## config.mk

```make
export PLATFORM = sky130hd
export DESIGN_NAME = vehicle_speed_source_manager_top
export DESIGN_NICKNAME = d
export VERILOG_FILES = /design/src/rtl/vssm_pkg.sv /design/src/rtl/vssm_apb_regs.sv /design/src/rtl/vssm_speed_conv.sv /design/src/rtl/vssm_distance.sv /design/src/rtl/vehicle_speed_source_manager_top.sv
export SDC_FILE = /design/constraint.sdc
export NUM_CORES = 1
export LEC_CHECK = 0
export BUFFER_PORTS_ARGS = -buffer_cell sky130_fd_sc_hd__buf_2
export CORE_AREA = 2 2 190 192
export CTS_CLUSTER_DIAMETER = 80
export CTS_CLUSTER_SIZE = 24
export DETAILED_ROUTE_END_ITERATION = 10
export DIE_AREA = 0 0 192 194
export PLACE_DENSITY = 0.65
export SLEW_MARGIN = 10
export SYNTH_ARGS = -nofsm -noshare
export SYNTH_HDL_FRONTEND = slang
export SYNTH_SLANG_ARGS = --single-unit
```

## constraint.sdc

```tcl
create_clock -name clk -period 6.5 [get_ports clk]
set_input_delay 1.3 -clock clk [delete_from_list [all_inputs] [get_ports clk]]
set_output_delay 1.3 -clock clk [all_outputs]
set_load 0.02 [all_outputs]
```

## src/rtl/vssm_pkg.sv

```systemverilog
// ----------------------------------------------------------------------------
// vssm_pkg
// Shared types, constants and helpers of the vehicle speed source manager.
// ----------------------------------------------------------------------------
`default_nettype none

package vssm_pkg;

    // speed source codes
    localparam logic SRC_BUS  = 1'b0;
    localparam logic SRC_WIRE = 1'b1;

    localparam logic [15:0] FINE_MAX = 16'd64000;
    localparam logic [7:0]  KMH_MAX  = 8'd255;

    // x / 25 == (x * DIV25_MUL) >> DIV25_SHIFT, exact for x below 2^22
    localparam int          DIV25_SHIFT = 26;
    localparam logic [21:0] DIV25_MUL   = 22'd2684355;

    // configuration port
    localparam int         APB_ADDR_W   = 3;
    localparam int         APB_DATA_W   = 32;
    localparam logic [0:0] REG_ENG_CAL  = 1'b0;

    typedef struct packed {
        logic        speed_source;
        logic [7:0]  speed_kmh;
        logic [15:0] vehicle_speed_fine;
        logic [15:0] engine_speed_out;
        logic        moving;
        logic [7:0]  accel_out;
    } speed_res_t;

    typedef struct packed {
        logic load;
        logic is_bus;
        logic inhibit;
        logic odo_seen;
    } dist_ctrl_t;

    function automatic logic [16:0] div_by_25(input logic [20:0] x);
        logic [42:0] prod;
        prod = {22'd0, x} * {21'd0, DIV25_MUL};
        return prod[DIV25_SHIFT +: 17];
    endfunction

endpackage

`default_nettype wire

```

## src/rtl/vssm_apb_regs.sv

```systemverilog
// ----------------------------------------------------------------------------
// vssm_apb_regs
// APB register file holding the engine-side speed calibration.
// ----------------------------------------------------------------------------
`default_nettype none

module vssm_apb_regs (
    input  wire logic                             clk,
    input  wire logic                             rst_n,
    input  wire logic                             psel,
    input  wire logic                             penable,
    input  wire logic                             pwrite,
    input  wire logic [vssm_pkg::APB_ADDR_W-1:0]  paddr,
    input  wire logic [vssm_pkg::APB_DATA_W-1:0]  pwdata,
    output logic      [vssm_pkg::APB_DATA_W-1:0]  prdata,
    output logic                                  pready,
    output logic      [15:0]                      eng_cal
);
    import vssm_pkg::*;

    logic [15:0] eng_cal_reg;
    logic [15:0] eng_cal_next;
    logic        wr_en;
    logic        sel_cal;

    assign pready  = 1'b1;
    assign sel_cal = (paddr[APB_ADDR_W-1:2] == REG_ENG_CAL);
    assign wr_en   = psel && penable && pwrite && sel_cal;

    always_comb
    begin
        eng_cal_next = eng_cal_reg;
        if (wr_en)
        begin
            eng_cal_next = pwdata[15:0];
        end
    end

    always_ff @(posedge clk or negedge rst_n)
    begin
        if (!rst_n)
        begin
            eng_cal_reg <= '0;
        end
        else
        begin
            eng_cal_reg <= eng_cal_next;
        end
    end

    assign prdata  = sel_cal ? {{(APB_DATA_W-16){1'b0}}, eng_cal_reg} : '0;
    assign eng_cal = eng_cal_reg;

endmodule

`default_nettype wire

```

## src/rtl/vssm_speed_conv.sv

```systemverilog
// ----------------------------------------------------------------------------
// vssm_speed_conv
// Source selection and speed/acceleration conversion for one tick.
// ----------------------------------------------------------------------------
`default_nettype none

module vssm_speed_conv (
    input  wire logic                  abs_present,
    input  wire logic                  stability_ctrl_present,
    input  wire logic [15:0]           bus_speed,
    input  wire logic [7:0]            bus_accel,
    input  wire logic [15:0]           wire_speed_raw,
    input  wire logic [7:0]            wire_accel,
    input  wire logic [15:0]           eng_cal,
    output vssm_pkg::speed_res_t       res
);
    import vssm_pkg::*;

    logic [16:0] bus_fine_raw;   // bus_speed * 128 / 100, unsaturated
    logic [9:0]  bus_kmh_raw;
    logic [15:0] bus_fine;
    logic [7:0]  bus_kmh;
    logic [15:0] bus_eng;
    logic        src;

    assign src = (abs_present || stability_ctrl_present) ? SRC_BUS : SRC_WIRE;

    // *128/100 == *32/25; floor(fine/128) is then exactly bus_speed/100
    assign bus_fine_raw = div_by_25({bus_speed, 5'd0});
    assign bus_kmh_raw  = bus_fine_raw[16:7];

    assign bus_fine = (bus_fine_raw > {1'b0, FINE_MAX}) ? FINE_MAX : bus_fine_raw[15:0];
    assign bus_kmh  = (bus_kmh_raw > {2'b00, KMH_MAX}) ? KMH_MAX : bus_kmh_raw[7:0];
    assign bus_eng  = (eng_cal > FINE_MAX) ? FINE_MAX : eng_cal;

    always_comb
    begin
        res.speed_source = src;
        if (src == SRC_BUS)
        begin
            res.speed_kmh          = bus_kmh;
            res.vehicle_speed_fine = bus_fine;
            res.engine_speed_out   = bus_eng;
            res.moving             = (bus_speed != 16'd0);
            res.accel_out          = bus_accel;
        end
        else
        begin
            res.speed_kmh          = wire_speed_raw[15:8];
            res.vehicle_speed_fine = {1'b0, wire_speed_raw[15:1]};
            res.engine_speed_out   = {1'b0, wire_speed_raw[15:1]};
            res.moving             = (wire_speed_raw != 16'd0);
            res.accel_out          = wire_accel;
        end
    end

endmodule

`default_nettype wire

```

## src/rtl/vssm_distance.sv

```systemverilog
// ----------------------------------------------------------------------------
// vssm_distance
// Distance state: stored bus distance, inhibit history and output hold.
// ----------------------------------------------------------------------------
`default_nettype none

module vssm_distance (
    input  wire logic                  clk,
    input  wire logic                  rst_n,
    input  wire vssm_pkg::dist_ctrl_t  ctrl,
    input  wire logic [15:0]           bus_distance,
    input  wire logic [15:0]           computed_distance,
    input  wire logic [15:0]           wire_distance,
    output logic      [15:0]           held_dist,
    output logic      [15:0]           prev_dist
);
    import vssm_pkg::*;

    logic [15:0] stored_dist_reg;
    logic [15:0] stored_dist_next;
    logic        inhibit_last_reg;
    logic        inhibit_last_next;
    logic [15:0] held_dist_reg;
    logic [15:0] held_dist_next;
    logic [15:0] prev_hold_reg;
    logic [15:0] prev_hold_next;
    logic [15:0] new_dist;

    assign new_dist = (!ctrl.inhibit && ctrl.odo_seen) ? bus_distance : computed_distance;

    always_comb
    begin
        stored_dist_next  = stored_dist_reg;
        inhibit_last_next = inhibit_last_reg;
        held_dist_next    = held_dist_reg;
        prev_hold_next    = prev_hold_reg;
        if (ctrl.load)
        begin
            if (ctrl.is_bus)
            begin
                prev_hold_next    = stored_dist_reg;
                stored_dist_next  = new_dist;
                inhibit_last_next = ctrl.inhibit;
                // frozen for the tick on which the inhibit flag toggles
                if (ctrl.inhibit == inhibit_last_reg)
                begin
                    held_dist_next = new_dist;
                end
            end
            else
            begin
                held_dist_next = wire_distance;
            end
        end
    end

    always_ff @(posedge clk or negedge rst_n)
    begin
        if (!rst_n)
        begin
            stored_dist_reg  <= '0;
            inhibit_last_reg <= 1'b0;
            held_dist_reg    <= '0;
            prev_hold_reg    <= '0;
        end
        else
        begin
            stored_dist_reg  <= stored_dist_next;
            inhibit_last_reg <= inhibit_last_next;
            held_dist_reg    <= held_dist_next;
            prev_hold_reg    <= prev_hold_next;
        end
    end

    // values after this tick's update, captured by the result register
    assign held_dist = held_dist_next;
    assign prev_dist = prev_hold_next;

endmodule

`default_nettype wire

```

## src/rtl/vehicle_speed_source_manager_top.sv

```systemverilog
// ----------------------------------------------------------------------------
// vehicle_speed_source_manager_top
// Flow: a tick accepted into the input register moves into the result register
// once that stage is free or being emptied, and its result is then valid.
// Throughput: one tick per cycle while out_ready is high; the input register and
// the result register each advance whenever the stage after them is free or being emptied.
// Reset: rst_n clears both stage valids, the distance state and the
// calibration register; the block takes input right after reset.
// ----------------------------------------------------------------------------
`default_nettype none

module vehicle_speed_source_manager_top (
    input  wire logic                             clk,
    input  wire logic                             rst_n,
    // configuration
    input  wire logic                             psel,
    input  wire logic                             penable,
    input  wire logic                             pwrite,
    input  wire logic [vssm_pkg::APB_ADDR_W-1:0]  paddr,
    input  wire logic [vssm_pkg::APB_DATA_W-1:0]  pwdata,
    output logic      [vssm_pkg::APB_DATA_W-1:0]  prdata,
    output logic                                  pready,
    // input channel
    input  wire logic                             in_valid,
    output logic                                  in_ready,
    input  wire logic                             abs_present,
    input  wire logic                             stability_ctrl_present,
    input  wire logic [15:0]                      bus_speed,
    input  wire logic [7:0]                       bus_accel,
    input  wire logic [15:0]                      wire_speed_raw,
    input  wire logic [7:0]                       wire_accel,
    input  wire logic                             distance_inhibit,
    input  wire logic                             odo_frame_a_seen,
    input  wire logic                             odo_frame_b_seen,
    input  wire logic [15:0]                      bus_distance,
    input  wire logic [15:0]                      computed_distance,
    input  wire logic [15:0]                      wire_distance,
    // output channel
    output logic                                  out_valid,
    input  wire logic                             out_ready,
    output logic                                  speed_source,
    output logic      [7:0]                       speed_kmh,
    output logic      [15:0]                      vehicle_speed_fine,
    output logic      [15:0]                      engine_speed_out,
    output logic                                  moving,
    output logic      [7:0]                       accel_out,
    output logic      [15:0]                      distance_out,
    output logic      [15:0]                      distance_previous
);
    import vssm_pkg::*;

    logic [15:0] eng_cal;

    // input register
    logic        s1_valid_reg;
    logic        s1_valid_next;
    logic        abs_reg;
    logic        stab_reg;
    logic [15:0] bus_speed_reg;
    logic [7:0]  bus_accel_reg;
    logic [15:0] wire_speed_reg;
    logic [7:0]  wire_accel_reg;
    logic        inhibit_reg;
    logic        odo_a_reg;
    logic        odo_b_reg;
    logic [15:0] bus_dist_reg;
    logic [15:0] comp_dist_reg;
    logic [15:0] wire_dist_reg;

    // result register
    logic        out_valid_reg;
    logic        out_valid_next;
    speed_res_t  res_reg;
    logic [15:0] dist_out_reg;
    logic [15:0] dist_prev_reg;

    logic        in_xfer;
    logic        s1_adv;
    speed_res_t  res;
    dist_ctrl_t  dctrl;
    logic [15:0] held_dist;
    logic [15:0] prev_dist;

    vssm_apb_regs u_regs (
        .clk     (clk),
        .rst_n   (rst_n),
        .psel    (psel),
        .penable (penable),
        .pwrite  (pwrite),
        .paddr   (paddr),
        .pwdata  (pwdata),
        .prdata  (prdata),
        .pready  (pready),
        .eng_cal (eng_cal)
    );

    assign s1_adv   = s1_valid_reg && (!out_valid_reg || out_ready);
    assign in_ready = !s1_valid_reg || s1_adv;
    assign in_xfer  = in_valid && in_ready;

    always_comb
    begin
        s1_valid_next = s1_valid_reg;
        if (in_xfer)
        begin
            s1_valid_next = 1'b1;
        end
        else if (s1_adv)
        begin
            s1_valid_next = 1'b0;
        end
    end

    always_comb
    begin
        out_valid_next = out_valid_reg;
        if (s1_adv)
        begin
            out_valid_next = 1'b1;
        end
        else if (out_ready)
        begin
            out_valid_next = 1'b0;
        end
    end

    always_ff @(posedge clk or negedge rst_n)
    begin
        if (!rst_n)
        begin
            s1_valid_reg  <= 1'b0;
            out_valid_reg <= 1'b0;
        end
        else
        begin
            s1_valid_reg  <= s1_valid_next;
            out_valid_reg <= out_valid_next;
        end
    end

    always_ff @(posedge clk)
    begin
        if (in_xfer)
        begin
            abs_reg        <= abs_present;
            stab_reg       <= stability_ctrl_present;
            bus_speed_reg  <= bus_speed;
            bus_accel_reg  <= bus_accel;
            wire_speed_reg <= wire_speed_raw;
            wire_accel_reg <= wire_accel;
            inhibit_reg    <= distance_inhibit;
            odo_a_reg      <= odo_frame_a_seen;
            odo_b_reg      <= odo_frame_b_seen;
            bus_dist_reg   <= bus_distance;
            comp_dist_reg  <= computed_distance;
            wire_dist_reg  <= wire_distance;
        end
    end

    vssm_speed_conv u_conv (
        .abs_present            (abs_reg),
        .stability_ctrl_present (stab_reg),
        .bus_speed              (bus_speed_reg),
        .bus_accel              (bus_accel_reg),
        .wire_speed_raw         (wire_speed_reg),
        .wire_accel             (wire_accel_reg),
        .eng_cal                (eng_cal),
        .res                    (res)
    );

    assign dctrl.load     = s1_adv;
    assign dctrl.is_bus   = (res.speed_source == SRC_BUS);
    assign dctrl.inhibit  = inhibit_reg;
    assign dctrl.odo_seen = odo_a_reg || odo_b_reg;

    vssm_distance u_dist (
        .clk               (clk),
        .rst_n             (rst_n),
        .ctrl              (dctrl),
        .bus_distance      (bus_dist_reg),
        .computed_distance (comp_dist_reg),
        .wire_distance     (wire_dist_reg),
        .held_dist         (held_dist),
        .prev_dist         (prev_dist)
    );

    always_ff @(posedge clk)
    begin
        if (s1_adv)
        begin
            res_reg       <= res;
            dist_out_reg  <= held_dist;
            dist_prev_reg <= prev_dist;
        end
    end

    assign out_valid          = out_valid_reg;
    assign speed_source       = res_reg.speed_source;
    assign speed_kmh          = res_reg.speed_kmh;
    assign vehicle_speed_fine = res_reg.vehicle_speed_fine;
    assign engine_speed_out   = res_reg.engine_speed_out;
    assign moving             = res_reg.moving;
    assign accel_out          = res_reg.accel_out;
    assign distance_out       = dist_out_reg;
    assign distance_previous  = dist_prev_reg;

    // an empty result stage never blocks the input side
    a_ready_when_empty: assert property (@(posedge clk) disable iff (!rst_n)
        !out_valid_reg |-> in_ready)
        else $error("in_ready low with empty result stage");

    // a tick leaving the input register always shows up as a result
    a_adv_gives_result: assert property (@(posedge clk) disable iff (!rst_n)
        s1_adv |=> out_valid_reg)
        else $error("advanced tick did not reach the result register");

    a_fine_saturated: assert property (@(posedge clk) disable iff (!rst_n)
        out_valid_reg |-> (vehicle_speed_fine <= FINE_MAX) && (engine_speed_out <= FINE_MAX))
        else $error("fine or engine speed above saturation limit");

    a_wire_engine_speed: assert property (@(posedge clk) disable iff (!rst_n)
        out_valid_reg && (speed_source == SRC_WIRE) |-> engine_speed_out == vehicle_speed_fine)
        else $error("wire engine speed differs from fine speed");

endmodule

`default_nettype wire

```

==> impl_summary.log <==
[metrics] Worst path slowest cell: sky130_fd_sc_hd__a222oi_1
[metrics] number of flops mapped to enable cells by yosys: 183
[metrics] Crit Path Class: register to register
[metrics] leftover overflow at the end of global routing: 0
[metrics] worst-path maximum fanout: 4
[metrics] Starting Density: 44.3%
[metrics] Maximum Capacitance Violations: 0
[metrics] register-to-register setup slack: 0.02 ns
[metrics] count of cell instances traversed by the critical path: 20
[metrics] Max-slew headroom: 27.3%
[metrics] sequential-to-total area share from yosys stat: 46.0%
[metrics] master cell of the clock root buffer: sky130_fd_sc_hd__clkbuf_16
[metrics] io pins: 260
[metrics] DRC violations left: 0
[metrics] transition time at the pin with the least slew margin: 1.09 ns
[metrics] drt wl/cell: 18.7 um
[metrics] Post-Syn Instances: 1257
[metrics] initial antenna violation count: 4
[metrics] Post-synth ARST share: 26.8%
[metrics] Critical Path End: vehicle_speed_fine[9]
[metrics] crit path capture type: register
[metrics] post-synthesis instance area: 0.0156 mm^2
[metrics] cell family with the largest share of critical-path delay: adder cells
[metrics] Reg2Reg Depth: 20
[metrics] cell seen most often among critical-path stages: sky130_fd_sc_hd__inv_2
[metrics] synthesis-to-layout area growth: 20.6%
[metrics] path type of the worst min-delay path: register to register
[metrics] Worst setup SP type: register
[metrics] clock period minus final worst setup slack: 6.48 ns
[metrics] number of detailed-routing iterations run before antenna repair: 5
[metrics] clock net sink count: 250
[metrics] Crit Reg-Reg Startpoint: bus_speed_reg[5]
[metrics] most instantiated flip-flop cell in the synthesis netlist: sky130_fd_sc_hd__edfxtp_1
[metrics] number of buffer and inverter stages on the critical path: 5
[metrics] area share of the leading cell type in the synthesized netlist: 35.2%
[metrics] worst setup skew after layout: 0.0294 ns
[metrics] Worst-path clk slew: 0.10 ns
[metrics] width of the chip: 192 um
[metrics] CTS H-tree depth: 1
[metrics] area of the core region: 0.0352 mm^2
[metrics] achievable frequency: 0.154 GHz
[metrics] pin count of the biggest net entering global routing: 68
[metrics] aggregate routed wire length: 38.4 mm
[metrics] antenna viol nets, final: 0
[metrics] maximum clock path buffer count: 3
[metrics] CP Cell Sequence: buf_6, fa_2, inv_2, fa_2, inv_2, fa_1, fa_2, fa_1, inv_2, fa_1, inv_2, ha_4, a21o_1, a222oi_1, or2_4, a31o_4, a221oi_4, a2111o_1, o41a_1, a211o_1
[metrics] CTS tree: yes
[metrics] endpoint of the lowest-slack register-to-register path: vehicle_speed_fine[9]
[metrics] fraction of layout instances using a drive strength above 1: 31.8%
[metrics] final period utilization: 99.7%
[metrics] flops & latches, synth: 250
[metrics] setup-violating endpoint count in the final report: 0
[metrics] violation count after the first detailed-routing iteration: 578
[metrics] fin nets: 1989
[metrics] Vias/cell: 5.11
[metrics] via count of the first global-routing pass: 11000
[metrics] floorplan row count: 69
[metrics] data required time of the worst path: 6.79 ns
[metrics] number of buffer cells added on primary ports: 224
[metrics] GP Congestion: 0.895
[metrics] clock insertion delay at the later pin of the skew report: 0.52 ns
[metrics] wire length of the first global-routing pass: 59.4 mm
[metrics] Tot GR Track Use: 20.8%
[metrics] Post-CTS Hold Buffers: 0
[metrics] area of the die: 0.0372 mm^2
[metrics] Die H: 194 um
[metrics] most used standard cell by instance count after synthesis: sky130_fd_sc_hd__inv_1
[metrics] final-layout setup total negative slack: 0 ns
[metrics] cell accounting for the most synthesized area: sky130_fd_sc_hd__edfxtp_1
[metrics] count of different cell masters after synthesis: 72
[metrics] most frequent cells after synthesis: sky130_fd_sc_hd__inv_1, sky130_fd_sc_hd__edfxtp_1, sky130_fd_sc_hd__ha_1, sky130_fd_sc_hd__fa_1, sky130_fd_sc_hd__nand2_1
[metrics] Arrival @ worst endpoint: 6.77 ns
[metrics] TritonCTS buffer count: 16
[metrics] Synthesis Warnings: 0
[metrics] crit-path max cell delay: 0.58 ns
[metrics] final hold violations: 0
[metrics] start point of the critical path: bus_speed_reg[5]
[metrics] DP Wirelength: 29.8 mm
[metrics] average footprint of a synthesized cell: 12.4 um^2
[metrics] via count of the routed design: 10500
[metrics] run status: finished, final reports clean
[metrics] main area contributors after synthesis: sky130_fd_sc_hd__edfxtp_1, sky130_fd_sc_hd__fa_1, sky130_fd_sc_hd__ha_1
[metrics] pins over their slew limit: 0
[metrics] unrepaired setup endpoints after global routing: yes
==> cells in the final DEF (no fill, tap or decap), types with 9 or more instances in the layout <==
| master | Yosys | layout |
|---|---|---|
| sky130_fd_sc_hd__a21oi_1 | 50 | 46 |
| sky130_fd_sc_hd__buf_2 | 1 | 224 |
| sky130_fd_sc_hd__buf_4 | 22 | 102 |
| sky130_fd_sc_hd__clkbuf_16 | 0 | 16 |
| sky130_fd_sc_hd__conb_1 | 2 | 17 |
| sky130_fd_sc_hd__dfrtp_1 | 67 | 67 |
| sky130_fd_sc_hd__edfxtp_1 | 183 | 183 |
| sky130_fd_sc_hd__fa_1 | 106 | 100 |
| sky130_fd_sc_hd__ha_1 | 163 | 147 |
| sky130_fd_sc_hd__ha_4 | 0 | 12 |
| sky130_fd_sc_hd__inv_1 | 191 | 177 |
| sky130_fd_sc_hd__inv_2 | 0 | 13 |
| sky130_fd_sc_hd__mux2_2 | 68 | 68 |
| sky130_fd_sc_hd__nand2_1 | 95 | 94 |
| sky130_fd_sc_hd__nand2b_1 | 9 | 9 |
| sky130_fd_sc_hd__nand3_1 | 17 | 16 |
| sky130_fd_sc_hd__nand4_1 | 9 | 9 |
| sky130_fd_sc_hd__nor2_1 | 40 | 40 |
| sky130_fd_sc_hd__nor2b_1 | 16 | 16 |
| sky130_fd_sc_hd__o211ai_1 | 10 | 10 |
| sky130_fd_sc_hd__o21ai_0 | 24 | 19 |
| sky130_fd_sc_hd__o22ai_1 | 16 | 16 |
==> how the worst min path moves through the flow <==
stage / slack (ns) / cells past startpoint / from / endpoint
floorplan: 0.45 / 1 / s1_valid_reg / out_valid
global placement: 0.47 / 1 / s1_valid_reg / out_valid
detailed placement: 0.48 / 1 / u_dist.prev_hold_reg[8] / u_dist.prev_hold_reg[8]
CTS: 0.50 / 1 / u_dist.prev_hold_reg[0] / u_dist.prev_hold_reg[0]
global route: 0.51 / 1 / u_dist.prev_hold_reg[12] / u_dist.prev_hold_reg[12]
finish: 0.50 / 1 / u_dist.prev_hold_reg[8] / u_dist.prev_hold_reg[8]
==> routing by layer <==
metal | up-vias | global-route usage (%) | part of all wire [%]
met2 | 263 | 34.1 | 47
met1 | 5187 | 27.7 | 44
met4 | 4 | 5.65 | 2.8
met5 | - | 0 | 0.070
met3 | 59 | 4.96 | 6.2
li1 | 4963 | - | -
==> kinds of logic (layout without fill, tap and decap cells) <==
kind of cell	count (synthesis)	after routing	synth area share [%]
AOI/OAI and AO/OA	168	168	7.16
muxes	73	73	5.24
adders and majority gates	269	269	26.7
and+or+nand+nor	245	245	7.76
other	2	19	0.0482
xor gates and xnor gates	14	14	0.786
DFF	250	250	46.0
buffers and inverters	236	551	6.33
==> per-stage QoR <==
stage	hold WS [ns]	instances	util, %	instance area, um^2	setup WS [ns]
floorplan	0.449	1272	-	15700	0.115
global placement	0.468	2005	50.5	17800	-0.151
detailed placement	0.483	2005	50.5	17800	-0.218
CTS	0.503	2038	52.2	18400	0.00435
global route	0.510	2050	53.4	18800	-0.174
finish	0.501	2050	53.4	18800	0.0208
==> final cells by class <==
cell class | instances | area (um^2)
Sequential cell | 250 | 7170
Clock inverter | 6 | 90.1
Inverter | 191 | 721
Multi-Input combinational cell | 786 | 7870
Antenna cell | 2 | 5.00
Fill cell | 3111 | 16400
Clock buffer | 22 | 423
Tap cell | 461 | 577
Timing Repair Buffer | 332 | 1950
==> timing repair <==
item,in CTS,in global routing
gates resized for setup,8,75
setup buffers,5,10
pin swaps,13,46
endpoints found under the setup margin,17,21
Power is left out: the tool's default activity adds up to more than one toggle a clock period on the data nets, which glitch-free logic cannot reach.
